$ cat src/rtl/rgbh_pkg.sv
// Shared types and constants for the RGB and luma histogram unit.
// No dependencies; every other file in rtl/ except rgbh_ram imports this package.
`default_nettype none

package rgbh_pkg;

  // Histogram geometry
  localparam int COUNT_BITS = 24;
  localparam int BIN_BITS   = 8;
  localparam int NUM_BINS   = 1 << BIN_BITS;
  localparam int NUM_HIST   = 4;

  // Histogram slots
  localparam int HIST_BLUE  = 0;
  localparam int HIST_GREEN = 1;
  localparam int HIST_RED   = 2;
  localparam int HIST_GRAY  = 3;

  // Luma weights, 0.21 / 0.72 / 0.07 in 16-bit fixed point
  localparam int GRAY_SUM_BITS = 24;
  localparam int GRAY_SHIFT    = 16;
  localparam logic [15:0] COEF_RED   = 16'd13763;
  localparam logic [15:0] COEF_GREEN = 16'd47186;
  localparam logic [15:0] COEF_BLUE  = 16'd4588;

  // Queue between front and back
  localparam int QUEUE_DEPTH = 2;
  localparam int QPTR_BITS   = $clog2(QUEUE_DEPTH);

  // Command codes
  localparam logic CMD_PIXEL = 1'b0;
  localparam logic CMD_READ  = 1'b1;

  typedef logic [COUNT_BITS-1:0] count_t;
  typedef logic [BIN_BITS-1:0]   bin_t;

  localparam count_t COUNT_MAX = '1;

  // One classified word: command plus the bin address for each histogram.
  // For a pixel the gray slot also carries the luma value to return.
  typedef struct packed {
    logic                       cmd;
    logic [NUM_HIST-1:0][BIN_BITS-1:0] addr;
  } entry_t;

  typedef enum logic [1:0] {
    BK_CLEAR,
    BK_IDLE,
    BK_UPDATE
  } back_state_t;

endpackage

`default_nettype wire

$ cat src/rtl/rgbh_queue.sv
// Short FIFO of classified words between front and back.
// Depends on rgbh_pkg.
`default_nettype none

module rgbh_queue (
  input  wire logic             clk,
  input  wire logic             rst_n,
  input  wire logic             wr_en,
  input  wire rgbh_pkg::entry_t wdata,
  output      logic             q_full,
  input  wire logic             rd_en,
  output      rgbh_pkg::entry_t rdata,
  output      logic             q_empty
);

  import rgbh_pkg::*;

  entry_t               slot_r [QUEUE_DEPTH];
  logic [QPTR_BITS-1:0] wr_ptr_r;
  logic [QPTR_BITS-1:0] rd_ptr_r;
  logic [QPTR_BITS:0]   cnt_r;
  logic                 do_wr;
  logic                 do_rd;

  assign q_full  = (cnt_r == (QPTR_BITS+1)'(QUEUE_DEPTH));
  assign q_empty = (cnt_r == '0);
  assign do_wr   = wr_en && !q_full;
  assign do_rd   = rd_en && !q_empty;
  assign rdata   = slot_r[rd_ptr_r];

  // Advance pointers and fill count
  always_ff @(posedge clk) begin
    if (!rst_n) begin
      wr_ptr_r <= '0;
      rd_ptr_r <= '0;
      cnt_r    <= '0;
    end else begin
      if (do_wr) begin
        wr_ptr_r <= wr_ptr_r + QPTR_BITS'(1);
      end
      if (do_rd) begin
        rd_ptr_r <= rd_ptr_r + QPTR_BITS'(1);
      end
      if (do_wr && !do_rd) begin
        cnt_r <= cnt_r + (QPTR_BITS+1)'(1);
      end else if (do_rd && !do_wr) begin
        cnt_r <= cnt_r - (QPTR_BITS+1)'(1);
      end
    end
  end

  // Store word
  always_ff @(posedge clk) begin
    if (do_wr) begin
      slot_r[wr_ptr_r] <= wdata;
    end
  end

endmodule

`default_nettype wire

$ cat config.mk
export PLATFORM = sky130hd
export DESIGN_NAME = rgbh_queue
export DESIGN_NICKNAME = d
export VERILOG_FILES = /design/src/rtl/rgbh_pkg.sv /design/src/rtl/rgbh_queue.sv
export SDC_FILE = /design/constraint.sdc
export NUM_CORES = 1
export LEC_CHECK = 0
export BUFFER_PORTS_ARGS = -buffer_cell sky130_fd_sc_hd__buf_2
export CAP_MARGIN = 10
export CORE_MARGIN = 10
export CORE_UTILIZATION = 46
export CTS_CLUSTER_DIAMETER = 60
export DETAILED_ROUTE_END_ITERATION = 10
export GPL_TIMING_DRIVEN = 1
export PLACE_DENSITY = 0.85
export SETUP_SLACK_MARGIN = 0.3
export SKIP_LAST_GASP = 1
export SLEW_MARGIN = 20
export SYNTH_ARGS = -nofsm -noshare
export SYNTH_HDL_FRONTEND = slang
export SYNTH_SLANG_ARGS = --single-unit
$ cat constraint.sdc
create_clock -name clk -period 2.2 [get_ports clk]
set_clock_uncertainty 0.1 [all_clocks]
set_input_delay 0.11 -clock clk [delete_from_list [all_inputs] [get_ports clk]]
set_output_delay 0.11 -clock clk [all_outputs]
set_load 0.01 [all_outputs]
=== Word-level counts from Yosys, hierarchy flattened ===
Memory sizes are Yosys's and may differ from the RTL's. A register that Yosys moved wholly into a read port is not among the register bits.
Index checks and enable logic that the tools add are counted.

* Bits in registers: 4
* Memory bits (writable): 66
* Bits of input ports: 37
* Output and inout bits: 35
* Word-level logic and storage cells: 25
* Memories: 1

{| class="wikitable"
|+ Memory list
! name !! words !! width !! read ports !! clocked after memory_dff !! wr ports !! line !! text
|-
| slot_r || 2 || 33 || 1 || 1 || 1 || rgbh_queue.sv:18 || <nowiki>entry_t slot_r [QUEUE_DEPTH];</nowiki>
|}

* Add/sub/neg operators: 4
* Eq/ne operators: 1
* Muxes and demuxes: 6
* Reductions and logical operators: 10

{| class="wikitable"
|+ Operators with widths
! kind !! count
|-
| logical AND 1 bit || 4
|-
| zero test 1 bit || 4
|-
| 2-to-1 mux 1 bit || 4
|-
| 2-to-1 mux 2 bit || 2
|-
| adder 1 bit (second input constant) || 2
|-
| adder 2 x 1 -> 2 bit (second input constant) || 1
|-
| equality test 2 bit (second input constant) || 1
|-
| zero test 2 bit || 1
|-
| nonzero test 2 bit || 1
|-
| subtractor 2 x 1 -> 2 bit (second input constant) || 1
|}

=== Depth between registers and ports, before layout ===
* Word-level depth: 7
* Depth in mapped cells: 7
* Depth with buffers taken out: 7

=== Least setup slack after synthesis ===
OpenSTA, ideal clock, no wires.

* Path kind: register -> register
* Start: reg cnt_r[0]
* End: mem slot_r[0][0] (netlist name) (enable)
* Library setup time: 0.419 ns
* Data arrival time: 1.931 ns
* Required time: 1.681 ns
* Setup slack: -0.251 ns
* Cell stages (with the launch flop): 4
* Path buffers: 0
* Clock period less this slack: 2.451 ns
* Path through: dfxtp_1 -> nand2b_1 -> inv_2 -> nor3_2

* Longest elaborated chain between the ends: 5

{| class="wikitable"
|+ RTL lines
! item !! line !! text
|-
| start, declared || rgbh_queue.sv:21 || <nowiki>logic [QPTR_BITS:0] cnt_r;</nowiki>
|-
| start signal, assigned || rgbh_queue.sv:45 || <nowiki>cnt_r <= cnt_r + (QPTR_BITS+1)'(1);</nowiki>
|-
| start signal, assigned || rgbh_queue.sv:47 || <nowiki>cnt_r <= cnt_r - (QPTR_BITS+1)'(1);</nowiki>
|-
| equality test 2 bit || rgbh_queue.sv:25 || <nowiki>assign q_full = (cnt_r == (QPTR_BITS+1)'(QUEUE_DEPTH));</nowiki>
|-
| net q_full || rgbh_queue.sv:10 || <nowiki>output logic q_full,</nowiki>
|-
| zero test 1 bit || rgbh_queue.sv:27 || <nowiki>assign do_wr = wr_en && !q_full;</nowiki>
|-
| logical AND 1 bit || rgbh_queue.sv:27 ||
|-
| 2-to-1 mux 1 bit || rgbh_queue.sv:54 || <nowiki>if (do_wr) begin</nowiki>
|-
| 2-to-1 mux 1 bit (not written as such) || rgbh_queue.sv:55 || <nowiki>slot_r[wr_ptr_r] <= wdata;</nowiki>
|-
| end, declared || rgbh_queue.sv:18 ||
|}

The timed path passes the listed nets, and every way through them passes these cells.

==> results_dict.tcl <==
set metrics [dict create \
    status "finished clean" \
    yosysMostFrequentCell "edfxtp_1" \
    coreArea_um2 5510 \
    async_flop_share_pct 0 \
    min_period_ps 1810 \
    syn_avg_cell_area_um2 20.4 \
    grt_start_max_net_pins 29 \
    wl_per_cell_um 16.5 \
    syn_nets 166 \
    power_density_nw_per_um2 1070 \
    grtUsageTotal_pct 12.2 \
    setup_viol 0 \
    ctsHoldBuffers 34 \
    cts_tree "done" \
    final-hold-violation-count 0 \
    sw_frac_of_total_pct 26.6 \
    antenna_cells 0 \
    io_buffer_count 71 \
    synth_common_cells "edfxtp_1 (66), mux2_2 (33), dfxtp_1 (5), buf_2 (4), and2_1 (3)" \
    clock_latency_ps 320 \
    viasPerCell 4.62 \
    synth.largest_area_cell "edfxtp_1" \
    pwr-share-clk_pct 26.9 \
    seqPwrFrac_pct 45.9 \
    grt.met1_usage_pct 13.9 \
    grt-ovfl-total 0 \
    path_cells "buf_12, mux2_2, buf_2" \
    yosys.area.top_type_share_pct 76.0 \
    drv_slew 0 \
    routabilityCongestion 0.723 \
    rows 27 \
    min_period_over_period_pct 82.3 \
    grt.busiest_layer "met2" \
    cts_buffers 9 \
    rr_startpoint "cnt_r[1]" \
    die_h_um 95.3 \
    use_met3_pct 3.85 \
    drv_cap 0 \
    synth_seq_cells 71 \
    hold_start "wr_en" \
    path_clk_slew_ps 60 \
    htreeDepth 3 \
    fin_nets 283 \
    dieArea_um2 9080 \
    area_delta_synth_final_pct 39.6 \
    tns_ps 0 \
    num-fill-cells 379 \
    antenna_left 0 \
    post-dp-hpwl_um 3560 \
    slowest_stage "dfxtp_1" \
    cts_setup_buffers 0 \
    leakagePower_nw 1.40 \
    hold_class "in -> reg" \
    met2_usage_pct 19.7 \
    ys.flop_type "edfxtp_1" \
    antenna_found_initial 0 \
    first_iter_violations 48 \
    dr.pass1.iters 4 \
    ir_drop_mv 0.657 \
    switching_power_mw 1.04 \
    max_freq_mhz 552 \
    grt_pass1_wl_um 8270 \
    clockRootBuffer "clkbuf_8" \
    seq_area_frac_synth_pct 79.8 \
    max_stage_delay_ps 510 \
    grt_pass1_vias 1652 \
    critPathRequiredTime_ps 1990 \
    cts_num_sinks 71 \
    clockBufferDepth 2 \
    initial_core_util_pct 47.4 \
    crit_path_max_fanout 28 \
    p_int_mw 2.85 \
    synth_area_leaders "edfxtp_1 (76%), mux2_2 (14%), dfxtp_1 (3.8%)" \
    cts_resized 0 \
    vias 1482 \
    final_core_util_pct 66.1 \
    yosysWarnings 0 \
    wirelength_um 5290 \
    rsz0062_at_grt "false" \
    ys_types 20 \
    drc 0 \
    netlist_area_um2 2610 \
    drive_gt1_share_pct 50.2 \
    ioPinCount 72 \
    criticalPathCategory "reg -> out" \
    slew_headroom_pct 78.0 \
    synth-edff-count 66 \
    crit_path_start_kind "register" \
    combPwrFrac_pct 27.2 \
    netlist_instances 128 \
    critPathCaptureType "output port" \
    critPathArrivalTime_ps 1600 \
    tightest_slew_ps 329 \
    die_w_um 95.3 \
]
[power groups by stage]
stage	logic (mW)	registers [mW]	clock network (mW)
after floorplan	0.651	1.78	0
after global placement	1.02	1.80	0
after CTS	1.08	1.78	1.08
after global routing	1.17	1.80	1.13
final	1.06	1.78	1.05
after detailed placement	1.03	1.81	0
[worst max-delay path: cells and delay by family, from the launching register on]
family,cells,cell delay (ps)
DFF,1,510
buffers and inverters,2,390
muxes,1,370
[placed cells by master (no fill, tap or decap)]
master         netlist  routed
a21boi_1             1       1
buf_2                4      71
buf_4                0       4
clkinv_2             0       1
xnor2_1              2       2
clkbuf_8             0       9
nor2_1               2       2
o21a_1               1       1
buf_12               0       1
and3_1               1       1
inv_4                0       1
o21ai_0              1       1
edfxtp_1            66      66
and2_1               3       3
o21ai_1              1       1
dfxtp_1              5       4
mux2_2              33      33
bufinv_16            0       2
or3_1                1       1
ha_1                 1       1
inv_1                1       1
nand2b_4             0       1
dlygate4sd3_1        0      34
nor3_4               0       1
xor2_1               1       1
dfxtp_2              0       1
clkinv_1             0       3
a21boi_0             1       1
[stage by stage]
step	instance area, um^2	hold WS (ps)	cells	setup slack, ps	total power [mW]
floorplan	2630	109	128	284	2.43
global placement	3100	198	272	654	2.82
detailed placement	3100	201	272	578	2.84
CTS	3640	45.6	321	350	3.94
global route	3640	85.6	321	309	4.10
finish	3640	63.3	321	389	3.89
[final timing paths]
path / endpoint / slack (ps) / cells past startpoint
hold / removal: wr_ptr_r / 60 / 3
setup / recovery: rdata[11] / 390 / 3
hold reg to reg: cnt_r[1] / 480 / 2
setup reg to reg: cnt_r[1] / 560 / 6
[layout make-up]
class	instances	area [um^2]	area share, %
clock buffer	9	124	3.40
clock inverter	6	76.3	2.10
inverter	2	10.0	0.275
multi-input combinational	51	512	14.1
sequential	71	2080	57.2
tap	72	90.1	2.47
timing repair buffer	110	746	20.5
[sequential cells by signal, summed over array words and instances, names as in the netlist, named ones only]
name	count
cnt_r	2
rd_ptr_r	1
slot_r	66
wr_ptr_r	1
[routing by layer]
metal | wire length (um) | vias up
li1 | - | 728
met1 | 2150 | 698
met2 | 2590 | 48
met3 | 431 | 8
met4 | 110 | 0
met5 | 0 | -
[cells by family after synthesis]
| family | Yosys count | synth area share [%] |
|---|---|---|
| and+or+nand+nor | 9 | 2.11 |
| xor gates and xnor gates | 3 | 1.01 |
| AOI/OAI and AO/OA | 5 | 1.25 |
| muxes | 33 | 14.3 |
| buffers and inverters | 6 | 1.06 |
| adders and majority gates | 1 | 0.480 |
| DFF | 71 | 79.8 |
No activity file was read; power rests on OpenSTA's default activity.
