<file path="src/rtl/rgbh_pkg.sv">
// Shared types and constants for the RGB and luma histogram unit.
// No dependencies; every other file in rtl/ except rgbh_ram imports this package.
`default_nettype none

package rgbh_pkg;

  // Histogram geometry
  localparam int COUNT_BITS = 24;
  localparam int BIN_BITS   = 8;
  localparam int NUM_BINS   = 1 << BIN_BITS;
  localparam int NUM_HIST   = 4;

  // Histogram slots
  localparam int HIST_BLUE  = 0;
  localparam int HIST_GREEN = 1;
  localparam int HIST_RED   = 2;
  localparam int HIST_GRAY  = 3;

  // Luma weights, 0.21 / 0.72 / 0.07 in 16-bit fixed point
  localparam int GRAY_SUM_BITS = 24;
  localparam int GRAY_SHIFT    = 16;
  localparam logic [15:0] COEF_RED   = 16'd13763;
  localparam logic [15:0] COEF_GREEN = 16'd47186;
  localparam logic [15:0] COEF_BLUE  = 16'd4588;

  // Queue between front and back
  localparam int QUEUE_DEPTH = 2;
  localparam int QPTR_BITS   = $clog2(QUEUE_DEPTH);

  // Command codes
  localparam logic CMD_PIXEL = 1'b0;
  localparam logic CMD_READ  = 1'b1;

  typedef logic [COUNT_BITS-1:0] count_t;
  typedef logic [BIN_BITS-1:0]   bin_t;

  localparam count_t COUNT_MAX = '1;

  // One classified word: command plus the bin address for each histogram.
  // For a pixel the gray slot also carries the luma value to return.
  typedef struct packed {
    logic                       cmd;
    logic [NUM_HIST-1:0][BIN_BITS-1:0] addr;
  } entry_t;

  typedef enum logic [1:0] {
    BK_CLEAR,
    BK_IDLE,
    BK_UPDATE
  } back_state_t;

endpackage

`default_nettype wire

</file>
<file path="src/rtl/rgbh_front.sv">
// Front end: accepts input words, forms luma products and bin addresses.
// Depends on rgbh_pkg.
`default_nettype none

module rgbh_front (
  input  wire logic            clk,
  input  wire logic            rst_n,
  input  wire logic            push,
  output      logic            full,
  input  wire logic            in_cmd,
  input  wire rgbh_pkg::bin_t  in_blue,
  input  wire rgbh_pkg::bin_t  in_green,
  input  wire rgbh_pkg::bin_t  in_red,
  input  wire rgbh_pkg::bin_t  in_bin,
  output      logic            q_push,
  output      rgbh_pkg::entry_t q_entry,
  input  wire logic            q_full
);

  import rgbh_pkg::*;

  logic                     f_valid_r;
  logic                     f_cmd_r;
  bin_t                     f_blue_r;
  bin_t                     f_green_r;
  bin_t                     f_red_r;
  bin_t                     f_bin_r;
  logic [GRAY_SUM_BITS-1:0] p_red_r;
  logic [GRAY_SUM_BITS-1:0] p_green_r;
  logic [GRAY_SUM_BITS-1:0] p_blue_r;
  logic [GRAY_SUM_BITS-1:0] sum;
  logic                     accept;

  // Hold the stage while the queue is full
  assign q_push = f_valid_r && !q_full;
  assign full   = f_valid_r && q_full;
  assign accept = push && !full;

  always_ff @(posedge clk) begin
    if (!rst_n) begin
      f_valid_r <= 1'b0;
    end else if (accept) begin
      f_valid_r <= 1'b1;
    end else if (q_push) begin
      f_valid_r <= 1'b0;
    end
  end

  // Capture word and weighted channel products
  always_ff @(posedge clk) begin
    if (accept) begin
      f_cmd_r   <= in_cmd;
      f_blue_r  <= in_blue;
      f_green_r <= in_green;
      f_red_r   <= in_red;
      f_bin_r   <= in_bin;
      p_red_r   <= GRAY_SUM_BITS'(COEF_RED)   * GRAY_SUM_BITS'(in_red);
      p_green_r <= GRAY_SUM_BITS'(COEF_GREEN) * GRAY_SUM_BITS'(in_green);
      p_blue_r  <= GRAY_SUM_BITS'(COEF_BLUE)  * GRAY_SUM_BITS'(in_blue);
    end
  end

  // Sum never exceeds 65537*255, so it fits without wrap
  assign sum = p_red_r + p_green_r + p_blue_r;

  // Classify: pixels address each channel's bin, reads address one bin in all
  always_comb begin
    q_entry.cmd = f_cmd_r;
    if (f_cmd_r == CMD_PIXEL) begin
      q_entry.addr[HIST_BLUE]  = f_blue_r;
      q_entry.addr[HIST_GREEN] = f_green_r;
      q_entry.addr[HIST_RED]   = f_red_r;
      q_entry.addr[HIST_GRAY]  = sum[GRAY_SHIFT +: BIN_BITS];
    end else begin
      q_entry.addr[HIST_BLUE]  = f_bin_r;
      q_entry.addr[HIST_GREEN] = f_bin_r;
      q_entry.addr[HIST_RED]   = f_bin_r;
      q_entry.addr[HIST_GRAY]  = f_bin_r;
    end
  end

endmodule

`default_nettype wire

</file>
<file path="config.mk">
export PLATFORM = sky130hd
export DESIGN_NAME = rgbh_front
export DESIGN_NICKNAME = d
export VERILOG_FILES = /design/src/rtl/rgbh_pkg.sv /design/src/rtl/rgbh_front.sv
export SDC_FILE = /design/constraint.sdc
export NUM_CORES = 1
export LEC_CHECK = 0
export BUFFER_PORTS_ARGS = -buffer_cell sky130_fd_sc_hd__buf_2
export CELL_PAD_IN_SITES_DETAIL_PLACEMENT = 1
export CELL_PAD_IN_SITES_GLOBAL_PLACEMENT = 2
export CORE_ASPECT_RATIO = 0.9
export CORE_MARGIN = 4
export CORE_UTILIZATION = 45
export CTS_BUF_LIST = sky130_fd_sc_hd__clkbuf_8
export DETAILED_ROUTE_END_ITERATION = 16
export PLACE_DENSITY_LB_ADDON = 0.08
export SLEW_MARGIN = 40
export SYNTH_ARGS = -nofsm -noshare
export SYNTH_HDL_FRONTEND = slang
export SYNTH_SLANG_ARGS = --single-unit
</file>
<file path="constraint.sdc">
create_clock -name clk -period 12.1 [get_ports clk]
set_input_delay 1.21 -clock clk [delete_from_list [all_inputs] [get_ports clk]]
set_output_delay 1.21 -clock clk [all_outputs]
set_load 0.01 [all_outputs]
</file>
Word level (Yosys, flattened, before mapping)
Index checks and enable logic that the tools add are counted.
W data, S select, Z words.

cells by class
  $mul = 3
  muxes and demuxes = 3
  add/subtract/negate cells = 2
  reduce and logical (&&, ||, !) cells = 6

operator list
  kind                     number
  $mux W32                 1
  $add A22 B24 Y24         1
  $add A24 B21 Y24         1
  $mul A15 B8 Y23 const A  1
  $mul A14 B8 Y22 const A  1
  $mul A11 B8 Y19 const A  1
  $logic_and A1 B1 Y1      3
  $logic_not A1 Y1         2
  $mux W1                  2
  $reduce_bool A2 Y1       1

storage, ports and cells
  register bits after elaboration = 98
  logic and storage cells = 23
  input port bits = 37
  output and inout bits = 35

Logic depth before layout (Yosys ltp)
Gate-level depths: netlist of the first run.

  depth in word-level cells = 4
  gate-level depth with buffers = 16

Least setup slack after synthesis of the first run
OpenSTA, ideal clock, no wires.

  path type = input-to-reg
  start point = input q_full
  end point = register f_bin_r[0], enable pin
  data arrival time = 5.496 ns
  setup time = 0.554 ns
  cell stages on the path = 2
  setup slack = 6.051 ns
  cells stage by stage = and2_1 > nor2b_1

on the way
  longest elaborated chain between the ends = 3

RTL lines
  element                 line              text
  start: declaration      rgbh_front.sv:17  input wire logic q_full
  $logic_and A1 B1 Y1     rgbh_front.sv:36  assign full = f_valid_r && q_full;
  $logic_not A1 Y1        rgbh_front.sv:37  assign accept = push && !full;
  $logic_and A1 B1 Y1     rgbh_front.sv:37
  net accept              rgbh_front.sv:32  logic accept;
  end signal: assignment  rgbh_front.sv:56  f_bin_r <= in_bin;
  end: declaration        rgbh_front.sv:27  bin_t f_bin_r;

The timed path passes the listed nets, and every way through them passes these cells.
A chain may end at the register's enable or synchronous reset.

Worst setup path after layout of the first run
  start point = input in_blue[2]
  end point = register p_blue_r[18] (data pin)

on the way
  longest elaborated chain between the ends = 1

RTL lines
  element                 line              text
  start: declaration      rgbh_front.sv:11  input wire rgbh_pkg::bin_t in_blue,
  $mul A11 B8 Y19         rgbh_front.sv:59  p_blue_r <= GRAY_SUM_BITS'(COEF_BLUE) * GRAY_SUM_BITS'(in_blue);
  end signal: assignment  rgbh_front.sv:59
  end: declaration        rgbh_front.sv:30  logic [GRAY_SUM_BITS-1:0] p_blue_r;

No other way between the ends.

==> results of run 1 <==
cells by family after synthesis:
| group | Yosys count | synth area share (%) |
|---|---|---|
| DFF | 93 | 29.9 |
| adders and majority gates | 261 | 41.4 |
| buffers and inverters | 134 | 5.44 |
| xor gates and xnor gates | 50 | 4.70 |
| and+or+nand+nor | 107 | 5.87 |
| AOI/OAI and AO/OA | 179 | 12.7 |
Yosys cell counts (3+ instances only):
cell type | n | area, um^2
a21o_1 | 24 | 180
and3_1 | 8 | 50.1
nand4b_1 | 3 | 26.3
o21a_1 | 9 | 67.6
a21oi_1 | 49 | 245
nand4_1 | 7 | 43.8
nand3_1 | 9 | 45.0
o21ai_0 | 47 | 235
a211o_1 | 3 | 26.3
ha_1 | 182 | 2280
o21bai_1 | 9 | 67.6
xor2_1 | 14 | 123
nor3_1 | 7 | 35.0
clkbuf_1 | 5 | 18.8
xnor2_1 | 36 | 315
nor2_1 | 22 | 82.6
fa_1 | 79 | 1580
a211oi_1 | 7 | 52.6
o31ai_1 | 6 | 45.0
nand2_1 | 27 | 101
nand2b_1 | 6 | 37.5
inv_1 | 128 | 480
nor2b_1 | 8 | 50.1
a31o_2 | 3 | 26.3
edfxtp_1 | 92 | 2760
layer usage:
layer  vias up  share of wire (%)
li1       3077                  -
met4         0               0.88
met2       115                 45
met3        12                3.5
met1      3149                 51
met5         -                  0
worst max path at each step:
stage | slack, ns | cells past startpoint | end
after floorplan | 6.05 | 2 | f_bin_r[0]
after global placement | 6.40 | 17 | p_blue_r[20]
after detailed placement | 6.30 | 17 | p_blue_r[18]
after CTS | 6.73 | 17 | p_blue_r[18]
after global routing | 6.49 | 17 | p_blue_r[18]
final | 6.72 | 17 | p_blue_r[18]
state kept, by name, summed over array words and instances, names as in the netlist:
name and count:
p_red_r 21, p_blue_r 18, p_green_r 20, f_valid_r 1, f_cmd_r 1, f_blue_r 8, f_red_r 8, f_bin_r 8
f_green_r 8
critical path, cell delays in order:
cell,delay (ns)
buf_2,0.15
inv_1,0.08
fa_1,0.60
inv_1,0.08
fa_1,0.51
inv_1,0.06
fa_1,0.52
inv_1,0.05
fa_1,0.47
ha_1,0.39
a41o_1,0.21
a211oi_1,0.19
a21bo_2,0.27
a311oi_1,0.26
o21bai_1,0.11
a21oi_1,0.24
xnor2_1,0.11
through the flow:
stage | total power (uW) | util, % | cells | cell area (um^2) | hold WS, ns
floorplan | 1640 | - | 824 | 9320 | 0.631
global placement | 2010 | 49.5 | 1146 | 9990 | 0.627
detailed placement | 2070 | 49.6 | 1148 | 10000 | 0.668
CTS | 2290 | 50.6 | 1164 | 10200 | 0.691
global route | 2500 | 50.6 | 1164 | 10200 | 0.714
finish | 2270 | 50.6 | 1164 | 10200 | 0.677
power by group through the flow:
stage / logic [uW] / registers, uW / clock network, uW
after global routing: 1720 / 553 / 235
after global placement: 1450 / 557 / 0
after detailed placement: 1510 / 555 / 0
final: 1520 / 544 / 212
after floorplan: 1110 / 527 / 0
after CTS: 1530 / 548 / 220
cell type report:
| cell class | count | share of cell area (%) |
|---|---|---|
| tap | 255 | 3.13 |
| sequential | 93 | 27.3 |
| timing repair buffer | 75 | 3.85 |
| clock inverter | 7 | 0.699 |
| clock buffer | 9 | 1.21 |
| multi-input combinational | 597 | 59.1 |
| inverter | 128 | 4.71 |
==> key figures, run 1 <==
Outcome
  – Outcome: completed

Floorplanning
  – Placeable Area: approximately 20000 um^2
  – Die height: approximately 140 um
  – Die area: 23100 um^2
  – Rows: roughly 50
  – Ports: between 70 and 80
  – Initial Utilization: 46.2%
  – Die X-Extent: 160 um

Synthesis
  – Syn Area/Cell: ~11 um^2
  – Post-synthesis sequential area ratio: between 20% and 30%
  – Post-synth EDFFs: just over 90
  – Seq cells post-synth: between 90 and 100
  – Syn Nets: around 1100
  – Ys flop type: edfxtp_1
  – Cell count after synthesis: 824
  – Post-Syn Area: slightly above 9000 um^2
  – Synth warn: 0
  – Share of flip-flops with an asynchronous set or reset: 0%
  – Synth unique cells: 55

Routing
  – DRC viols: 0
  – DRT Pass-1 Iters: 5
  – Via density: about 5.5
  – Wirelength per Cell: roughly 20 um
  – Vias: 6353
  – Routed wire length: 23.0 mm
  – Antenna viol nets, final: 0
  – 1st-iter DRT viols: roughly 250

Clock network
  – Root Driver: clkbuf_8
  – CTS tree: yes
  – Worst skew pair latency: ~0.38 ns
  – Post-cts sizing count: 0
  – CTS buffer count: 9
  – # clock sinks: 93
  – Clock buffer depth: 2
  – H-Tree Depth: 3
  – Clock-pin transition on the worst setup and hold timing paths: 0.09 ns
  – Hold buffers post-CTS: 0
  – Postcts setup bufs: 0

GRT
  – GR Util met1: between 30% and 40%
  – Number of global-route vias before repair: slightly below 7000
  – GRT Residual Overflow: 0
  – Initial antenna violation count: 0
  – Met3 Use GR: roughly 3.4%
  – First-pass GRT wire length: 37.9 mm
  – Layer with the highest usage: met2
  – Met2 Usage GRT: around 34%
  – Largest net degree at the start of global routing: between 40 and 50
  – Total GRT Usage: 21.1%

STA
  – Pins Over Slew Limit: 0
  – Worst Skew: 0.00450 ns
  – Fmax: 0.186 GHz
  – Relative max-transition margin: between 40% and 50%
  – Worst-Margin Slew: just over 0.8 ns
  – Final worst slack: between 6 and 7 ns
  – RSZ-0062 raised after global routing: no
  – # setup viols final: 0
  – Final Hold Fails: 0
  – Final period util: between 40 and 50%
  – Total negative slack: 0 ns
  – Post-layout min period: 5.38 ns

Setup path
  – Reg2Reg Capture Point: p_blue_r[3]
  – CP Class: input pin to register
  – R2R depth: 4
  – Crit path capture type: register
  – Startpoint Class: input pin
  – FF-to-FF Start: f_valid_r
  – Critical Path Source: in_blue[2]
  – Worst-path fanout max: 6
  – R2r setup slk: 9.98 ns
  – Critical Path AT: between 5 and 6 ns
  – CP Data Required Time: approximately 12 ns

Place
  – Post-DP HPWL: a little under 20 mm
  – GPL Wtd Cong: a little under 0.9
  – Pre-CTS setup slack: 6.30 ns
  – Port bufs: a little over 70

Finish
  – FF+latch area: about 2800 um^2
  – Area taken by multi-input logic gates: 6030 um^2
  – Final nets: 1202
  – Ant. Diodes: 0
  – Commonest non-fill, non-tap cell in the layout: ha_1
  – Layout area overhead: 9.55%
  – Fraction of layout cells with a size suffix above 1: ~12%
  – Most frequent cells in the layout: ha_1, inv_1, edfxtp_1, fa_1, buf_2
  – Fill count: ~2200

Pwr
  – Clock power frac: 9.3%
  – Reg power frac: 23.9%
  – Sw frac: a little under half
  – Combinational share of power: between 60% and 70%
  – Psw: approximately 1000 uW
  – P_int: between 1000 and 1500 uW
  – Leak: 0.00489 uW
  – PD cells: 223 nW/um^2
  – VDD IR max: around 0.095 mV

Min path
  – Hold Path Depth: 2
  – Min-delay src: f_valid_r
  – Hold path endpoint: f_valid_r
  – Min-delay worst type: register to register

Flow run
  – MaxCap Viol Count: 0
Power figures use the tool's default switching activity.
==> run 2: changes to the inputs <==
--- a/config.mk
+++ b/config.mk
@@ -10,7 +10,7 @@
 export CELL_PAD_IN_SITES_GLOBAL_PLACEMENT = 2
 export CORE_ASPECT_RATIO = 0.9
 export CORE_MARGIN = 4
-export CORE_UTILIZATION = 45
+export CORE_UTILIZATION = 43
 export CTS_BUF_LIST = sky130_fd_sc_hd__clkbuf_8
 export DETAILED_ROUTE_END_ITERATION = 16
 export PLACE_DENSITY_LB_ADDON = 0.08
==> constraint.sdc (replaced) <==
create_clock -name clk -period 5.6 [get_ports clk]
set_input_delay 0.56 -clock clk [delete_from_list [all_inputs] [get_ports clk]]
set_output_delay 0.56 -clock clk [all_outputs]
set_load 0.01 [all_outputs]
==> run 2 against run 1 <==
  * Clock-buffer cell count stayed put
  * Global-route usage is 0.92 points lower
  * Clock power is 110% higher
  * Non-clock buffer count is 1 lower
  * Largest cell class unchanged
  * Wire length is 1.6% higher
  * Combinational power is 120% higher
  * Sequential share of layout area is 0.080 points lower
  * Critical path type unchanged
  * Power is 120% higher
  * Sequential power is 120% higher
  * Sequential cell count stayed put
  * Critical endpoint unchanged
==> key figures, run 2 (synthesis results as in run 1) <==
Clock network
  – Worst skew pair latency: 0.38 ns (about the same)
  – CTS buffer count: 9 (unchanged)
  – Hold buffers post-CTS: 0 (unchanged)
  – Postcts setup bufs: 0 (unchanged)
  – H-Tree Depth: 3 (unchanged)
  – # clock sinks: 93 (unchanged)
  – Root Driver: clkbuf_8
  – Clock buffer depth: 2 (unchanged)
  – CTS tree: yes
  – Clock-pin transition on the worst setup and hold timing paths: 0.09 ns (about the same)
  – Post-cts sizing count: 0 (unchanged)

Routing
  – Antenna viol nets, final: 0 (unchanged)
  – DRC viols: 0 (unchanged)
  – DRT Pass-1 Iters: 4 (-1)
  – Via density: 5.29 (-3.0%)
  – Wirelength per Cell: 19.6 um (-0.93%)
  – Vias: 6319 (-0.54%)
  – 1st-iter DRT viols: 318 (+26%)
  – Routed wire length: 23.4 mm (+1.6%)

Finish
  – Ant. Diodes: 0 (unchanged)
  – Max reg flops: 21 (unchanged)
  – Final nets: 1201 (-0.083%)
  – Top flop regs: p_red_r x21, p_green_r x20, p_blue_r x18
  – Commonest non-fill, non-tap cell in the layout: ha_1
  – Fraction of layout cells with a size suffix above 1: 11.2% (-0.32 points)
  – Top reg by flops: p_red_r
  – Layout area overhead: 9.87%
  – Most frequent cells in the layout: ha_1, inv_1, edfxtp_1, fa_1, buf_2

STA
  – Total negative slack: 0 ns (unchanged)
  – Final period util: about 85%
  – Worst-Margin Slew: 0.751 ns (-0.0544 ns)
  – Final Hold Fails: 0 (unchanged)
  – Worst Skew: 0.00787 ns (+0.00337 ns)
  – Fmax: roughly 0.21 GHz
  – Hold slack final: 0.351 ns (-0.326 ns)
  – Post-layout min period: about 4.8 ns
  – RSZ-0062 raised after global routing: no
  – Pins Over Slew Limit: 0 (unchanged)
  – Final worst slack: 0.840 ns (-5.88 ns)
  – Relative max-transition margin: 49.8% (+3.6 points)
  – # setup viols final: 0 (unchanged)

Setup path
  – CP Cell Sequence: buf_2 -> inv_1 -> fa_1 -> inv_1 -> fa_1 -> inv_1 -> fa_1 -> inv_1 -> fa_1 -> ha_1 -> a41o_1 -> a211oi_1 -> a21bo_2 -> a311oi_1 -> o21bai_1 -> a21oi_1 -> xnor2_1
  – Startpoint Class: input pin
  – Crit-path slowest cell: fa_1
  – Slowest stage delay, CP: 0.61 ns (about the same)
  – Critical Path AT: 4.88 ns (-0.62 ns)
  – CP Data Required Time: 5.72 ns (-6.51 ns)
  – Worst-path fanout max: 6 (unchanged)
  – Crit path capture type: register
  – Delay-heaviest family, CP: adder cells
  – CP Class: input pin to register
  – CP bufs+invs: 5 (unchanged)

Floorplanning
  – Rows: 50 (+2.0%)
  – Die height: 148 um (+2.2%)
  – Die area: 24100 um^2 (+4.4%)
  – Initial Utilization: 44.3% (-1.9 points)
  – Placeable Area: 21000 um^2 (+4.2%)
  – Ports: 72 (unchanged)
  – Die X-Extent: 163 um (+2.2%)

Place
  – GPL Wtd Cong: 0.851 (-2.5%)
  – Post-DP HPWL: 20.1 mm (+1.4%)
  – Port bufs: 71 (unchanged)
  – Pre-CTS setup slack: 0.428 ns (-5.87 ns)

Outcome
  – Outcome: completed

Flow run
  – MaxCap Viol Count: 0 (unchanged)

Pwr
  – Final Power: 4900 uW (+120%)
  – VDD IR max: 0.203 mV (+110%)
  – Leak: 0.00487 uW (-0.36%)
  – PD cells: 479 nW/um^2 (+110%)

Min path
  – Min-delay worst type: input pin to register

GRT
  – Total GRT Usage: 20.2% (-0.92 points)
  – First-pass GRT wire length: 37.7 mm (-0.51%)
  – GRT Residual Overflow: 0 (unchanged)
  – Initial antenna violation count: 1 (+1)
  – Largest net degree at the start of global routing: 78 (+59%)
  – Number of global-route vias before repair: 6845 (-0.15%)
[run 2: area by class of cell]
class                      instances  area [um^2]
multi-input combinational        597         6030
fill                            2321        10800
sequential                        93         2780
inverter                         128          480
clock buffer                       9          124
timing repair buffer              74          389
tap                              286          358
clock inverter                     7         66.3
[run 2: power by group]
group          total (uW)  internal [uW]  switching (uW)
registers            1180           1050             122
logic                3280           1410            1860
clock network         447            203             244
[run 2: per-layer routing]
layer	vias to the layer above	GRT usage, %	wire [um]
met5	-	0	0
met4	0	2.94	93
met3	7	2.87	1090
met2	115	32.6	10700
met1	3113	29.6	11500
li1	3084	-	-
[run 2: per-stage QoR]
stage	util, %	instance area (um^2)	instances
after detailed placement	47.8	10000	1178
after floorplan	-	9320	824
after global routing	48.7	10200	1194
final	48.7	10200	1194
after global placement	47.7	10000	1176
after CTS	48.7	10200	1194
[run 2: worst paths after layout]
kind | from | endpoint | slack, ns | depth (start not counted)
max reg2reg | f_valid_r | f_bin_r[3] | 3.65 | 3
min reg2reg | f_valid_r | f_valid_r | 0.69 | 2
max | in_blue[2] | p_blue_r[18] | 0.84 | 17
min | in_bin[0] | f_bin_r[0] | 0.35 | 1
==> run 3: changes to the inputs <==
--- a/config.mk
+++ b/config.mk
@@ -8,7 +8,7 @@
 export BUFFER_PORTS_ARGS = -buffer_cell sky130_fd_sc_hd__buf_2
 export CELL_PAD_IN_SITES_DETAIL_PLACEMENT = 1
 export CELL_PAD_IN_SITES_GLOBAL_PLACEMENT = 2
-export CORE_ASPECT_RATIO = 0.9
+export CORE_ASPECT_RATIO = 1.5
 export CORE_MARGIN = 4
 export CORE_UTILIZATION = 43
 export CTS_BUF_LIST = sky130_fd_sc_hd__clkbuf_8
==> run 3 against run 2 <==
  * Sequential share of layout area is essentially flat
  * Non-clock buffer count grew 1
  * Via count grew 0.84%
  * Fmax shrank 0.89%
  * Utilization shrank 0.33 points
  * Combinational power is essentially flat
  * Clock-buffer cell count is the same
  * Wire length grew 2.6%
  * Critical path type unchanged
  * Highest routed layer unchanged
==> key figures, run 3 (synthesis results as in run 1) <==
GRT
  – Number of global-route vias before repair: 7415 (+8.3%)
  – First-pass GRT wire length: 39.8 mm (+5.3%)
  – Initial antenna violation count: 0 (-1)
  – Largest net degree at the start of global routing: 35 (-55%)
  – Total GRT Usage: 21.3% (+1.1 points)
  – GRT Residual Overflow: 0 (unchanged)

Clock network
  – Post-cts sizing count: 0 (unchanged)
  – H-Tree Depth: 3 (unchanged)
  – Clock buffer depth: 2 (unchanged)
  – Worst skew pair latency: 0.38 ns (about the same)
  – Clock-pin transition on the worst setup and hold timing paths: 0.11 ns (+0.02 ns)
  – CTS tree: yes
  – Root Driver: clkbuf_8
  – CTS buffer count: 9 (unchanged)
  – # clock sinks: 93 (unchanged)
  – Postcts setup bufs: 0 (unchanged)
  – Hold buffers post-CTS: 0 (unchanged)

Flow run
  – MaxCap Viol Count: 0 (unchanged)

Finish
  – Fraction of layout cells with a size suffix above 1: 11.4% (+0.21 points)
  – Util after Layout: 48.4% (-0.33 points)
  – Max reg flops: 21 (unchanged)
  – Top reg by flops: p_red_r
  – Most frequent cells in the layout: ha_1, inv_1, edfxtp_1, fa_1, buf_2
  – Final nets: 1202 (+0.083%)
  – Ant. Diodes: 0 (unchanged)
  – Layout area overhead: 9.78% (about the same)
  – Top flop regs: p_red_r x21, p_green_r x20, p_blue_r x18
  – Commonest non-fill, non-tap cell in the layout: ha_1
  – Final Cell Area: 10200 um^2 (about the same)
  – Fin cells: 1177 (-1.4%)

Routing
  – Routed wire length: 24.0 mm (+2.6%)
  – Antenna viol nets, final: 0 (unchanged)
  – 1st-iter DRT viols: 260 (-18%)
  – Vias: 6372 (+0.84%)
  – DRT Pass-1 Iters: 4 (unchanged)
  – Via density: 5.41 (+2.3%)
  – Wirelength per Cell: 20.4 um (+4.0%)
  – DRC viols: 0 (unchanged)

Floorplanning
  – Rows: 65 (+30%)
  – Placeable Area: 21100 um^2 (+0.60%)
  – Die height: 188 um (+28%)
  – Ports: 72 (unchanged)
  – Die area: 24100 um^2 (+0.19%)
  – Initial Utilization: 44.1% (-0.26 points)
  – Die X-Extent: 128 um (-21%)

Setup path
  – Worst-path fanout max: 6 (unchanged)
  – Critical Path AT: 4.94 ns (+0.06 ns)
  – Crit path capture type: register
  – CP Data Required Time: 5.74 ns (+0.02 ns)
  – R2r setup slk: 3.67 ns (+0.02 ns)
  – Delay-heaviest family, CP: adder cells
  – Startpoint Class: input pin
  – CP bufs+invs: 5 (unchanged)
  – Crit-path slowest cell: fa_1
  – Slowest stage delay, CP: 0.60 ns (about the same)
  – CP Class: input pin to register
  – CP Cell Sequence: buf_2 -> inv_1 -> fa_1 -> inv_1 -> fa_1 -> inv_1 -> fa_1 -> inv_1 -> fa_1 -> ha_1 -> a41o_1 -> a211oi_1 -> a21bo_2 -> a311oi_1 -> o21bai_1 -> a21oi_1 -> a21oi_1

STA
  – Pins Over Slew Limit: 0 (unchanged)
  – Final Hold Fails: 0 (unchanged)
  – RSZ-0062 raised after global routing: no
  – Worst-Margin Slew: 0.714 ns (-0.0370 ns)
  – # setup viols final: 0 (unchanged)
  – Worst Skew: 0.0141 ns (+0.00624 ns)
  – Fmax: 0.208 GHz (-0.89%)
  – Total negative slack: 0 ns (unchanged)
  – Post-layout min period: 4.80 ns (+0.0429 ns)
  – Relative max-transition margin: 51.2% (+1.4 points)
  – Final period util: 85.8% (+0.77 points)

Pwr
  – Leak: 0.00489 uW (+0.27%)
  – PD cells: 484 nW/um^2 (+1.1%)
  – VDD IR max: 0.236 mV (+17%)

Place
  – GPL Wtd Cong: 0.836 (-1.7%)
  – Post-DP HPWL: 20.7 mm (+3.4%)
  – Dpl cells: 1161 (-1.4%)
  – Port bufs: 71 (unchanged)
  – Placed cell area: 10000 um^2 (about the same)

Min path
  – Min-delay worst type: input pin to register

Outcome
  – Outcome: completed
-- run 3: path summary, 6_finish.rpt --
check             start           end  cells past startpoint
min           in_bin[0]    f_bin_r[0]                      1
max reg2reg   f_valid_r  p_green_r[7]                      3
min reg2reg   f_valid_r     f_valid_r                      2
max          in_blue[2]  p_blue_r[20]                     17
-- run 3: metal layers --
metal	up-vias	global-route usage [%]	share of wire, %
met4	0	6.37	2.2
met5	-	0	0
met1	3176	24.7	40
met2	94	41.0	56
li1	3077	-	-
met3	25	1.50	1.7
-- run 3: final cells by class --
class / count / area [um^2]
Fill cell: 2355 / 10900
Multi-Input combinational cell: 597 / 6030
Inverter: 128 / 480
Sequential cell: 93 / 2780
Clock buffer: 9 / 124
Tap cell: 268 / 335
Clock inverter: 7 / 65.1
Timing Repair Buffer: 75 / 405
-- run 3: through the flow --
stage	hold WS (ns)	total power (uW)	setup slack, ns
finish	0.345	4950	0.797
global route	0.319	5470	0.615
CTS	0.319	5010	0.859
detailed placement	0.678	4530	0.446
global placement	0.635	4410	0.577
floorplan	0.631	3530	0.201
-- run 3: power by group --
group	internal, uW	total (uW)	switching (uW)
registers	1050	1190	138
clock network	173	446	273
logic	1420	3310	1890
total	2640	4950	2310
